`src/sv/tpc_pkg.sv`:
```
`timescale 1ns / 1ps
`default_nettype none

package tpc_pkg;

   localparam int SCREEN_W  = 320;
   localparam int SCREEN_H  = 240;
   localparam int LANES     = 2;   // lane 0 is x, lane 1 is y
   localparam int RAW_W     = 16;
   localparam int DIFF_W    = 20;  // offset from the low border, signed
   localparam int SPAN_W    = 18;  // border span, signed
   localparam int MAG_W     = 17;  // magnitudes once the quotient is known to stay below size
   localparam int QW        = 9;   // quotient bits
   localparam int NUM_W     = MAG_W + QW;
   localparam int STEP_BITS = 3;
   localparam int STEPS     = QW / STEP_BITS;
   localparam int PIPE_DEPTH = 4 + STEPS; // register stages from accept to result

   localparam logic [7:0] STATUS_READY_MASK = 8'h80;
   localparam logic [7:0] STATUS_COUNT_MASK = 8'h0F;

   localparam logic [QW-1:0] SCREEN_SIZE [LANES] = '{QW'(SCREEN_W), QW'(SCREEN_H)};

   typedef enum logic [1:0] {
      CSR_X_LOW  = 2'd0,
      CSR_Y_LOW  = 2'd1,
      CSR_X_HIGH = 2'd2,
      CSR_Y_HIGH = 2'd3
   } csr_index_type;

   typedef struct packed {
      logic valid;
      logic touched;
      logic clear;
   } beat_ctl_type;

endpackage

`default_nettype wire

```
`src/sv/touch_point_calibrate_top.sv`:
```
`timescale 1ns / 1ps
`default_nettype none

// Touch point calibration: one controller poll in, one screen point out.
// Request: a beat is taken at each rising edge with start high and busy low.
// busy stays low, so a new poll may be issued in every cycle.
// Fields: bus_ok, status byte, raw x and raw y of the first point.
// Response: rsp_valid strobes for one cycle with touched, screen_x (0..319),
// screen_y (0..239) and clear_status. Results come back in request order.
// Path: stage 1, stage 2, stage 3, the division stages, then the output stage.
// Throughput: one beat per cycle. Each axis runs a pipelined restoring divider,
// three quotient bits per stage over three stages; the subtract/compare chain
// of one stage sets the clock.
// Configuration: csr_we writes csr_wdata into register csr_index (x low, y low,
// x high, y high) at once. Write only when no beat is in flight.
// Reset (synchronous, active high) restores the borders 0/0/320/240 and drops
// every beat still in flight. The receiver cannot stall: each strobe is taken
// in the cycle it shows.
module touch_point_calibrate_top
   import tpc_pkg::*;
#(
   parameter int PANEL_HEIGHT = 240
) (
   input  wire                     clock,
   input  wire                     reset,
   input  wire                     start,
   output logic                    busy,
   input  wire                     req_bus_ok,
   input  wire  [7:0]              req_status_byte,
   input  wire  [RAW_W-1:0]        req_raw_x,
   input  wire  [RAW_W-1:0]        req_raw_y,
   output logic                    rsp_valid,
   output logic                    rsp_touched,
   output logic [8:0]              rsp_screen_x,
   output logic [7:0]              rsp_screen_y,
   output logic                    rsp_clear_status,
   input  wire                     csr_we,
   input  wire  [1:0]              csr_index,
   input  wire  [RAW_W-1:0]        csr_wdata
);

   // Calibration borders.
   logic signed [RAW_W-1:0] x_low_ff, y_low_ff, x_high_ff, y_high_ff;

   always_ff @(posedge clock) begin
      if (reset) begin
         x_low_ff  <= '0;
         y_low_ff  <= '0;
         x_high_ff <= RAW_W'(SCREEN_W);
         y_high_ff <= RAW_W'(SCREEN_H);
      end else if (csr_we) begin
         case (csr_index_type'(csr_index))
            CSR_X_LOW:  x_low_ff  <= csr_wdata;
            CSR_Y_LOW:  y_low_ff  <= csr_wdata;
            CSR_X_HIGH: x_high_ff <= csr_wdata;
            CSR_Y_HIGH: y_high_ff <= csr_wdata;
            default: begin
            end
         endcase
      end
   end

   // No stall anywhere: the pipeline takes a beat every cycle.
   assign busy = 1'b0;

   // ---------------------------------------------------------------------
   // Stage 1: decode status, flip y, form offset and span per axis.
   // ---------------------------------------------------------------------
   beat_ctl_type            s1_ctl_in, s1_ctl_ff;
   logic [DIFF_W-1:0]       s1_diff_in [LANES];
   logic [DIFF_W-1:0]       s1_diff_ff [LANES];
   logic [SPAN_W-1:0]       s1_span_in [LANES];
   logic [SPAN_W-1:0]       s1_span_ff [LANES];
   logic [DIFF_W-1:0]       flip_y;

   always_comb begin
      s1_ctl_in.valid   = start && !busy;
      s1_ctl_in.clear   = req_bus_ok;
      s1_ctl_in.touched = req_bus_ok && ((req_status_byte & STATUS_READY_MASK) != '0)
                          && ((req_status_byte & STATUS_COUNT_MASK) != '0);

      // Flip y about the panel height.
      flip_y = DIFF_W'(PANEL_HEIGHT - 1) - DIFF_W'(req_raw_y);

      s1_diff_in[0] = DIFF_W'(req_raw_x) - DIFF_W'(x_low_ff);
      s1_diff_in[1] = flip_y - DIFF_W'(y_low_ff);
      s1_span_in[0] = SPAN_W'(x_high_ff) - SPAN_W'(x_low_ff);
      s1_span_in[1] = SPAN_W'(y_high_ff) - SPAN_W'(y_low_ff);
   end

   // ---------------------------------------------------------------------
   // Stage 2: magnitudes and the two early outcomes. Zero span or a quotient
   // that is negative or truncates to zero gives 0; |offset| >= |span| means
   // the quotient reaches the screen size, so clamp to the far edge.
   // ---------------------------------------------------------------------
   beat_ctl_type            s2_ctl_ff;
   logic                    s2_zero_in [LANES];
   logic                    s2_zero_ff [LANES];
   logic                    s2_sat_in  [LANES];
   logic                    s2_sat_ff  [LANES];
   logic [MAG_W-1:0]        s2_mag_in  [LANES];
   logic [MAG_W-1:0]        s2_mag_ff  [LANES];
   logic [MAG_W-1:0]        s2_div_in  [LANES];
   logic [MAG_W-1:0]        s2_div_ff  [LANES];

   always_comb begin
      logic [DIFF_W-1:0] abs_diff;
      logic [SPAN_W-1:0] abs_span;
      for (int l = 0; l < LANES; l++) begin
         abs_diff = s1_diff_ff[l][DIFF_W-1] ? (DIFF_W'(0) - s1_diff_ff[l]) : s1_diff_ff[l];
         abs_span = s1_span_ff[l][SPAN_W-1] ? (SPAN_W'(0) - s1_span_ff[l]) : s1_span_ff[l];
         s2_zero_in[l] = (s1_span_ff[l] == '0) || (s1_diff_ff[l] == '0)
                         || (s1_diff_ff[l][DIFF_W-1] != s1_span_ff[l][SPAN_W-1]);
         s2_sat_in[l]  = abs_diff >= DIFF_W'(abs_span);
         s2_mag_in[l]  = abs_diff[MAG_W-1:0];
         s2_div_in[l]  = abs_span[MAG_W-1:0];
      end
   end

   // ---------------------------------------------------------------------
   // Stage 3: scale the offset magnitude by the screen size.
   // ---------------------------------------------------------------------
   beat_ctl_type            s3_ctl_ff;
   logic                    s3_zero_ff [LANES];
   logic                    s3_sat_ff  [LANES];
   logic [NUM_W-1:0]        s3_num_ff  [LANES];
   logic [MAG_W-1:0]        s3_div_ff  [LANES];

   // ---------------------------------------------------------------------
   // Division stages: restoring long division, STEP_BITS quotient bits each.
   // The quotient is known to fit QW bits, so the partial remainder starts
   // at the numerator's upper part and stays below the divisor.
   // ---------------------------------------------------------------------
   beat_ctl_type            dv_ctl_ff  [STEPS];
   logic                    dv_zero_ff [STEPS][LANES];
   logic                    dv_sat_ff  [STEPS][LANES];
   logic [QW-1:0]           dv_low_ff  [STEPS][LANES];
   logic [MAG_W-1:0]        dv_div_ff  [STEPS][LANES];
   logic [MAG_W-1:0]        dv_rem_in  [STEPS][LANES];
   logic [MAG_W-1:0]        dv_rem_ff  [STEPS][LANES];
   logic [QW-1:0]           dv_quo_in  [STEPS][LANES];
   logic [QW-1:0]           dv_quo_ff  [STEPS][LANES];

   always_comb begin
      logic [MAG_W:0]   trial;
      logic [MAG_W-1:0] rem;
      logic [QW-1:0]    quo;
      logic [QW-1:0]    low;
      logic [MAG_W-1:0] dvs;
      for (int j = 0; j < STEPS; j++) begin
         for (int l = 0; l < LANES; l++) begin
            if (j == 0) begin
               rem = s3_num_ff[l][NUM_W-1:QW];
               quo = '0;
               low = s3_num_ff[l][QW-1:0];
               dvs = s3_div_ff[l];
            end else begin
               rem = dv_rem_ff[j-1][l];
               quo = dv_quo_ff[j-1][l];
               low = dv_low_ff[j-1][l];
               dvs = dv_div_ff[j-1][l];
            end
            for (int k = 0; k < STEP_BITS; k++) begin
               trial = {rem, low[QW-1-STEP_BITS*j-k]};
               if (trial >= {1'b0, dvs}) begin
                  rem = MAG_W'(trial - {1'b0, dvs});
                  quo[QW-1-STEP_BITS*j-k] = 1'b1;
               end else begin
                  rem = trial[MAG_W-1:0];
               end
            end
            dv_rem_in[j][l] = rem;
            dv_quo_in[j][l] = quo;
         end
      end
   end

   // ---------------------------------------------------------------------
   // Output stage: pick zero, far edge or quotient.
   // ---------------------------------------------------------------------
   logic                    out_valid_ff;
   logic                    out_touched_ff, out_clear_ff;
   logic [QW-1:0]           out_pos_in [LANES];
   logic [QW-1:0]           out_pos_ff [LANES];

   always_comb begin
      for (int l = 0; l < LANES; l++) begin
         if (!dv_ctl_ff[STEPS-1].touched || dv_zero_ff[STEPS-1][l]) begin
            out_pos_in[l] = '0;
         end else if (dv_sat_ff[STEPS-1][l]) begin
            out_pos_in[l] = SCREEN_SIZE[l] - QW'(1);
         end else begin
            out_pos_in[l] = dv_quo_ff[STEPS-1][l];
         end
      end
   end

   always_ff @(posedge clock) begin
      // Payload: no reset, advance every cycle.
      s1_ctl_ff.touched <= s1_ctl_in.touched;
      s1_ctl_ff.clear   <= s1_ctl_in.clear;
      s2_ctl_ff.touched <= s1_ctl_ff.touched;
      s2_ctl_ff.clear   <= s1_ctl_ff.clear;
      s3_ctl_ff.touched <= s2_ctl_ff.touched;
      s3_ctl_ff.clear   <= s2_ctl_ff.clear;
      dv_ctl_ff[0].touched <= s3_ctl_ff.touched;
      dv_ctl_ff[0].clear   <= s3_ctl_ff.clear;
      for (int j = 1; j < STEPS; j++) begin
         dv_ctl_ff[j].touched <= dv_ctl_ff[j-1].touched;
         dv_ctl_ff[j].clear   <= dv_ctl_ff[j-1].clear;
      end
      out_touched_ff <= dv_ctl_ff[STEPS-1].touched;
      out_clear_ff   <= dv_ctl_ff[STEPS-1].clear;

      for (int l = 0; l < LANES; l++) begin
         s1_diff_ff[l] <= s1_diff_in[l];
         s1_span_ff[l] <= s1_span_in[l];

         s2_zero_ff[l] <= s2_zero_in[l];
         s2_sat_ff[l]  <= s2_sat_in[l];
         s2_mag_ff[l]  <= s2_mag_in[l];
         s2_div_ff[l]  <= s2_div_in[l];

         s3_zero_ff[l] <= s2_zero_ff[l];
         s3_sat_ff[l]  <= s2_sat_ff[l];
         s3_num_ff[l]  <= NUM_W'(s2_mag_ff[l]) * NUM_W'(SCREEN_SIZE[l]);
         s3_div_ff[l]  <= s2_div_ff[l];

         dv_zero_ff[0][l] <= s3_zero_ff[l];
         dv_sat_ff[0][l]  <= s3_sat_ff[l];
         dv_low_ff[0][l]  <= s3_num_ff[l][QW-1:0];
         dv_div_ff[0][l]  <= s3_div_ff[l];
         for (int j = 1; j < STEPS; j++) begin
            dv_zero_ff[j][l] <= dv_zero_ff[j-1][l];
            dv_sat_ff[j][l]  <= dv_sat_ff[j-1][l];
            dv_low_ff[j][l]  <= dv_low_ff[j-1][l];
            dv_div_ff[j][l]  <= dv_div_ff[j-1][l];
         end
         for (int j = 0; j < STEPS; j++) begin
            dv_rem_ff[j][l] <= dv_rem_in[j][l];
            dv_quo_ff[j][l] <= dv_quo_in[j][l];
         end

         out_pos_ff[l] <= out_pos_in[l];
      end

      // Valid bits: cleared by reset, advance every cycle.
      if (reset) begin
         s1_ctl_ff.valid <= 1'b0;
         s2_ctl_ff.valid <= 1'b0;
         s3_ctl_ff.valid <= 1'b0;
         for (int j = 0; j < STEPS; j++) begin
            dv_ctl_ff[j].valid <= 1'b0;
         end
         out_valid_ff <= 1'b0;
      end else begin
         s1_ctl_ff.valid <= s1_ctl_in.valid;
         s2_ctl_ff.valid <= s1_ctl_ff.valid;
         s3_ctl_ff.valid <= s2_ctl_ff.valid;
         dv_ctl_ff[0].valid <= s3_ctl_ff.valid;
         for (int j = 1; j < STEPS; j++) begin
            dv_ctl_ff[j].valid <= dv_ctl_ff[j-1].valid;
         end
         out_valid_ff <= dv_ctl_ff[STEPS-1].valid;
      end
   end

   assign rsp_valid        = out_valid_ff;
   assign rsp_touched      = out_touched_ff;
   assign rsp_clear_status = out_clear_ff;
   assign rsp_screen_x     = out_pos_ff[0];
   assign rsp_screen_y     = out_pos_ff[1][7:0];

endmodule

`default_nettype wire

```
`config.mk`:
```
export PLATFORM = sky130hd
export DESIGN_NAME = touch_point_calibrate_top
export DESIGN_NICKNAME = d
export VERILOG_FILES = /design/src/sv/tpc_pkg.sv /design/src/sv/touch_point_calibrate_top.sv
export SDC_FILE = /design/constraint.sdc
export NUM_CORES = 2
export LEC_CHECK = 0
export BUFFER_PORTS_ARGS = -buffer_cell sky130_fd_sc_hd__buf_2
export CAP_MARGIN = 20
export CORE_UTILIZATION = 40
export DETAILED_ROUTE_END_ITERATION = 10
export GPL_TIMING_DRIVEN = 0
export PLACE_DENSITY = 0.66
export SLEW_MARGIN = 40
export SYNTH_ARGS = -nofsm -noshare
export SYNTH_HDL_FRONTEND = slang
export SYNTH_SLANG_ARGS = --single-unit
```
`constraint.sdc`:
```
create_clock -name clock -period 7.3 [get_ports clock]
set_input_delay 1.46 -clock clock [delete_from_list [all_inputs] [get_ports clock]]
set_output_delay 1.46 -clock clock [all_outputs]
set_load 0.02 [all_outputs]
```
==> PnR_summary.wiki <==
{| class="wikitable"
! Metric !! Value
|-
| Min cycle time layout || just over 7 ns
|-
| Crit Path Category || register to register
|-
| Die Span X || about 300 um
|-
| Worst-path maximum fanout || 6
|-
| Buffers and inverters on the worst path || 6
|-
| Leading register cell type out of synthesis || sky130_fd_sc_hd__dfxtp_1
|-
| Met2 GRT Util || 0.330
|-
| Worst min-delay path class || register to register
|-
| Die outline area || 0.0883 mm2
|-
| Post-detailed-routing wire length || approximately 90 mm
|-
| Met1 Resource Use GR || 0.251
|-
| Sum of net half-perimeters after detailed placement || between 60 and 70 mm
|-
| Area share of the largest cell type after synthesis || 0.291
|-
| Clock Tree Root || sky130_fd_sc_hd__clkbuf_16
|-
| Maximum number of pins on one net before global-route repair || 17
|-
| Area delta synth->final || 20.4%
|-
| Top cell family by delay on the critical path || compound AO/OA/AOI/OAI gates
|-
| Clock tree from TritonCTS || yes
|-
| Yosys reg bits || between 500 and 600
|-
| Max Cap Violations || 0
|-
| Violation count after the first detailed-route iteration || ~1.5k
|-
| Initial Util || 0.407
|-
| Maximum clock path buffer count || 3
|-
| Nets || just under 5k
|-
| Final count of hold timing violations || 0
|-
| Ranking of synthesized cells by area || sky130_fd_sc_hd__dfxtp_1 (29%), sky130_fd_sc_hd__ha_1 (16%), sky130_fd_sc_hd__xnor2_1 (6.2%)
|-
| Area occupied by registers || a little over 0.01 mm2
|-
| Max H-tree Level || 2
|-
| # DRC || 0
|-
| Average wire per cell in the routed design || 16.3 um
|-
| Min setup slack post-route || between 0.04 and 0.05 ns
|-
| Site Rows || 107
|-
| Insertion delay of the later-clocked pin in the worst-skew pair || roughly 0.64 ns
|-
| Area of the mapped netlist || between 0.03 and 0.04 mm2
|-
| Critical Path Source Type || register
|-
| Cell type with the highest aggregate area in the netlist || sky130_fd_sc_hd__dfxtp_1
|-
| Number of I/O pins || 84
|-
| Total setup violations reported at the end of the flow || 0
|-
| Layout filler cell count || 8017
|-
| Portion of the post-synthesis area used by sequential elements || 0.291
|-
| Total via count in the routed design || approximately 30k
|-
| First-pass GRT wire length || about 140 mm
|-
| 1st-pass router iterations || 6
|-
| Count of hold buffers inserted by post-cts repair || 0
|-
| Worst path max stage delay || around 0.46 ns
|-
| Remaining number of nets flagged by the antenna check after routing || 0
|-
| Number of flops mapped to enable cells by yosys || 0
|-
| Global routing usage on met3 || 0.0227
|-
| Placeable core area || approximately 0.086 mm2
|-
| Global Route Usage Sum || 0.193
|-
| Number of placed cells counting well taps || 5243
|-
| CTS Sinks || between 500 and 600
|-
| Initial antenna violation count || 2
|-
| Worst Setup End Kind || register
|-
| Avg Vias per Cell || about 5.3
|-
| Total global routing overflow || 0
|-
| Post-synthesis instance total || 4020
|-
| Gr busiest metal || met2
|-
| Most common cell after layout, fill and taps aside || sky130_fd_sc_hd__dfxtp_1
|-
| Pre-CTS WS || -2.05 ns
|-
| Highest attainable clock frequency || about 0.14 GHz
|-
| Average cell area after synthesis || approximately 8.7 um2
|-
| Count of different cell masters after synthesis || 90
|-
| Async set-reset flop share out of synthesis || 0
|-
| Footprint of the multi-input gates || approximately 0.025 mm2
|-
| # diodes || 0
|-
| Count of yosys warnings during synthesis || 0
|-
| Clock transition time at the flip-flop clock pins of the worst setup and hold paths || about 0.07 ns
|-
| Layout cells sized above 1 || 0.177
|-
| Arrival time reported for the critical path endpoint || ~7.8 ns
|-
| Worst-path cell with the longest stage delay || sky130_fd_sc_hd__or4_4
|-
| Leading cell types in the layout, fill and taps excluded || sky130_fd_sc_hd__dfxtp_1 (481), sky130_fd_sc_hd__ha_1 (401), sky130_fd_sc_hd__nand2_1 (332)
|-
| Transition time at the pin with the least slew margin || between 0.7 and 0.8 ns
|-
| Run status || finished clean
|-
| CTS buffer count || between 50 and 60
|-
| RSZ-0062 raised after global routing || true
|-
| Port bufs || 77
|-
| Cell Count, Final, Fillers Out || between 5k and 6k
|-
| Vias in the first global route || between 20k and 30k
|-
| Final Max Slew Viols || 0
|-
| Final estimated routing congestion in global placement || 0.920
|-
| Die height || slightly below 300 um
|-
| Post-route fraction of the period consumed by the critical path || 0.994
|-
| Worst-case headroom to the max-slew limit || 0.488
|-
| CP Data Required Time || ~7.8 ns
|-
| Setup clock skew after layout || between 0.02 and 0.03 ns
|}
-- logic make-up (layout without fill, tap and decap cells) --
| logic type | Yosys count | after routing | synth area share |
|---|---|---|---|
| adders and majority gates | 507 | 507 | 0.192 |
| other | 2 | 3 | 0.000215 |
| DFF | 506 | 506 | 0.291 |
| xor gates and xnor gates | 352 | 352 | 0.0884 |
| buffers and inverters | 392 | 721 | 0.0430 |
| muxes | 149 | 149 | 0.0480 |
| AOI/OAI and AO/OA | 1021 | 1021 | 0.188 |
| and+or+nand+nor | 1091 | 1092 | 0.149 |
-- metrics by stage --
stage / utilization / TNS (ns) / cell area [um2] / hold slack (ns)
after global placement: 0.429 / -112.20 / 36700 / 0.311
after CTS: 0.474 / -0.317 / 40600 / 0.305
after detailed placement: 0.429 / -114.19 / 36800 / 0.312
after global routing: 0.490 / -3.03 / 42000 / 0.314
after floorplan: - / -0.00987 / 34900 / 0.310
final: 0.490 / 0 / 42000 / 0.307
-- flip-flops by register name, summed over array words and instances (netlist names), 6 cells and up --
signal      count
y_low_ff       16
dv_div_ff      68
dv_rem_ff      68
y_high_ff      16
s2_mag_ff      34
dv_ctl_ff       9
dv_sat_ff       6
x_low_ff       16
x_high_ff      16
out_pos_ff     17
s2_div_ff      34
s1_span_ff     34
s3_num_ff      41
s3_div_ff      34
dv_zero_ff      6
s1_diff_ff     36
dv_quo_ff      33
-- worst reg2reg max path: cells and delay by family (launching register included) --
| kind | cells | cell delay, ns |
|---|---|---|
| muxes | 1 | 0.21 |
| AOI/OAI and AO/OA | 17 | 3.28 |
| adders and majority gates | 3 | 0.83 |
| and+or+nand+nor | 7 | 1.72 |
| DFF | 1 | 0.37 |
| buffers and inverters | 6 | 0.74 |
-- path summary, 6_finish.rpt --
| check | startpoint | to | slack [ns] | cells past startpoint |
|---|---|---|---|---|
| max reg2reg | dv_div_ff[0][11] | dv_rem_ff[0][49] | 0.04 | 34 |
| min | dv_ctl_ff[0][0] | dv_ctl_ff[0][3] | 0.31 | 0 |
| max | dv_div_ff[0][11] | dv_rem_ff[0][49] | 0.04 | 34 |
| min reg2reg | dv_ctl_ff[0][0] | dv_ctl_ff[0][3] | 0.31 | 0 |
-- timing repair --
| item | CTS | global route |
|---|---|---|
| cloned | 7 | 3 |
| endpoints found under the setup margin | 74 | 74 |
| gates resized for setup | 277 | 179 |
| pin swaps | 68 | 91 |
| buffers inserted | 76 | 69 |
-- synth_stat cells, drive strengths merged (11+ instances only) --
cell / n
or2: 14
o221ai: 15
nand2: 344
inv: 321
and3: 25
a31oi: 29
nand3: 82
fa: 48
o31a: 11
o31ai: 31
o211ai: 16
o41ai: 16
ha: 459
o21a: 43
nand4: 42
a21o: 120
dfxtp: 506
nor3: 72
nand3b: 17
xor2: 106
mux2i: 31
a21oi: 338
xnor2: 246
o2111ai: 14
mux2: 118
a211oi: 19
and2: 20
a21boi: 18
o21ai: 215
or3: 32
nor4: 23
nor3b: 12
clkbuf: 62
nor2: 275
o21bai: 43
nor2b: 60
nand2b: 47
-- routing by layer --
| metal | part of all wire | up-vias |
|---|---|---|
| li1 | - | 14800 |
| met1 | 0.46 | 13500 |
| met2 | 0.47 | 716 |
| met3 | 0.046 | 173 |
| met4 | 0.031 | 0 |
| met5 | 0 | - |
-- final cells by class --
class	count	area share
Multi-Input combinational cell	3124	0.595
Timing Repair Buffer	231	0.0402
Inverter	321	0.0295
Clock inverter	31	0.00948
Tap cell	1144	0.0341
Buffer	64	0.0111
Sequential cell	506	0.243
Clock buffer	74	0.0381
Power is left out: the tool's default activity adds up to more than one toggle a clock period on the data nets, which glitch-free logic cannot reach.
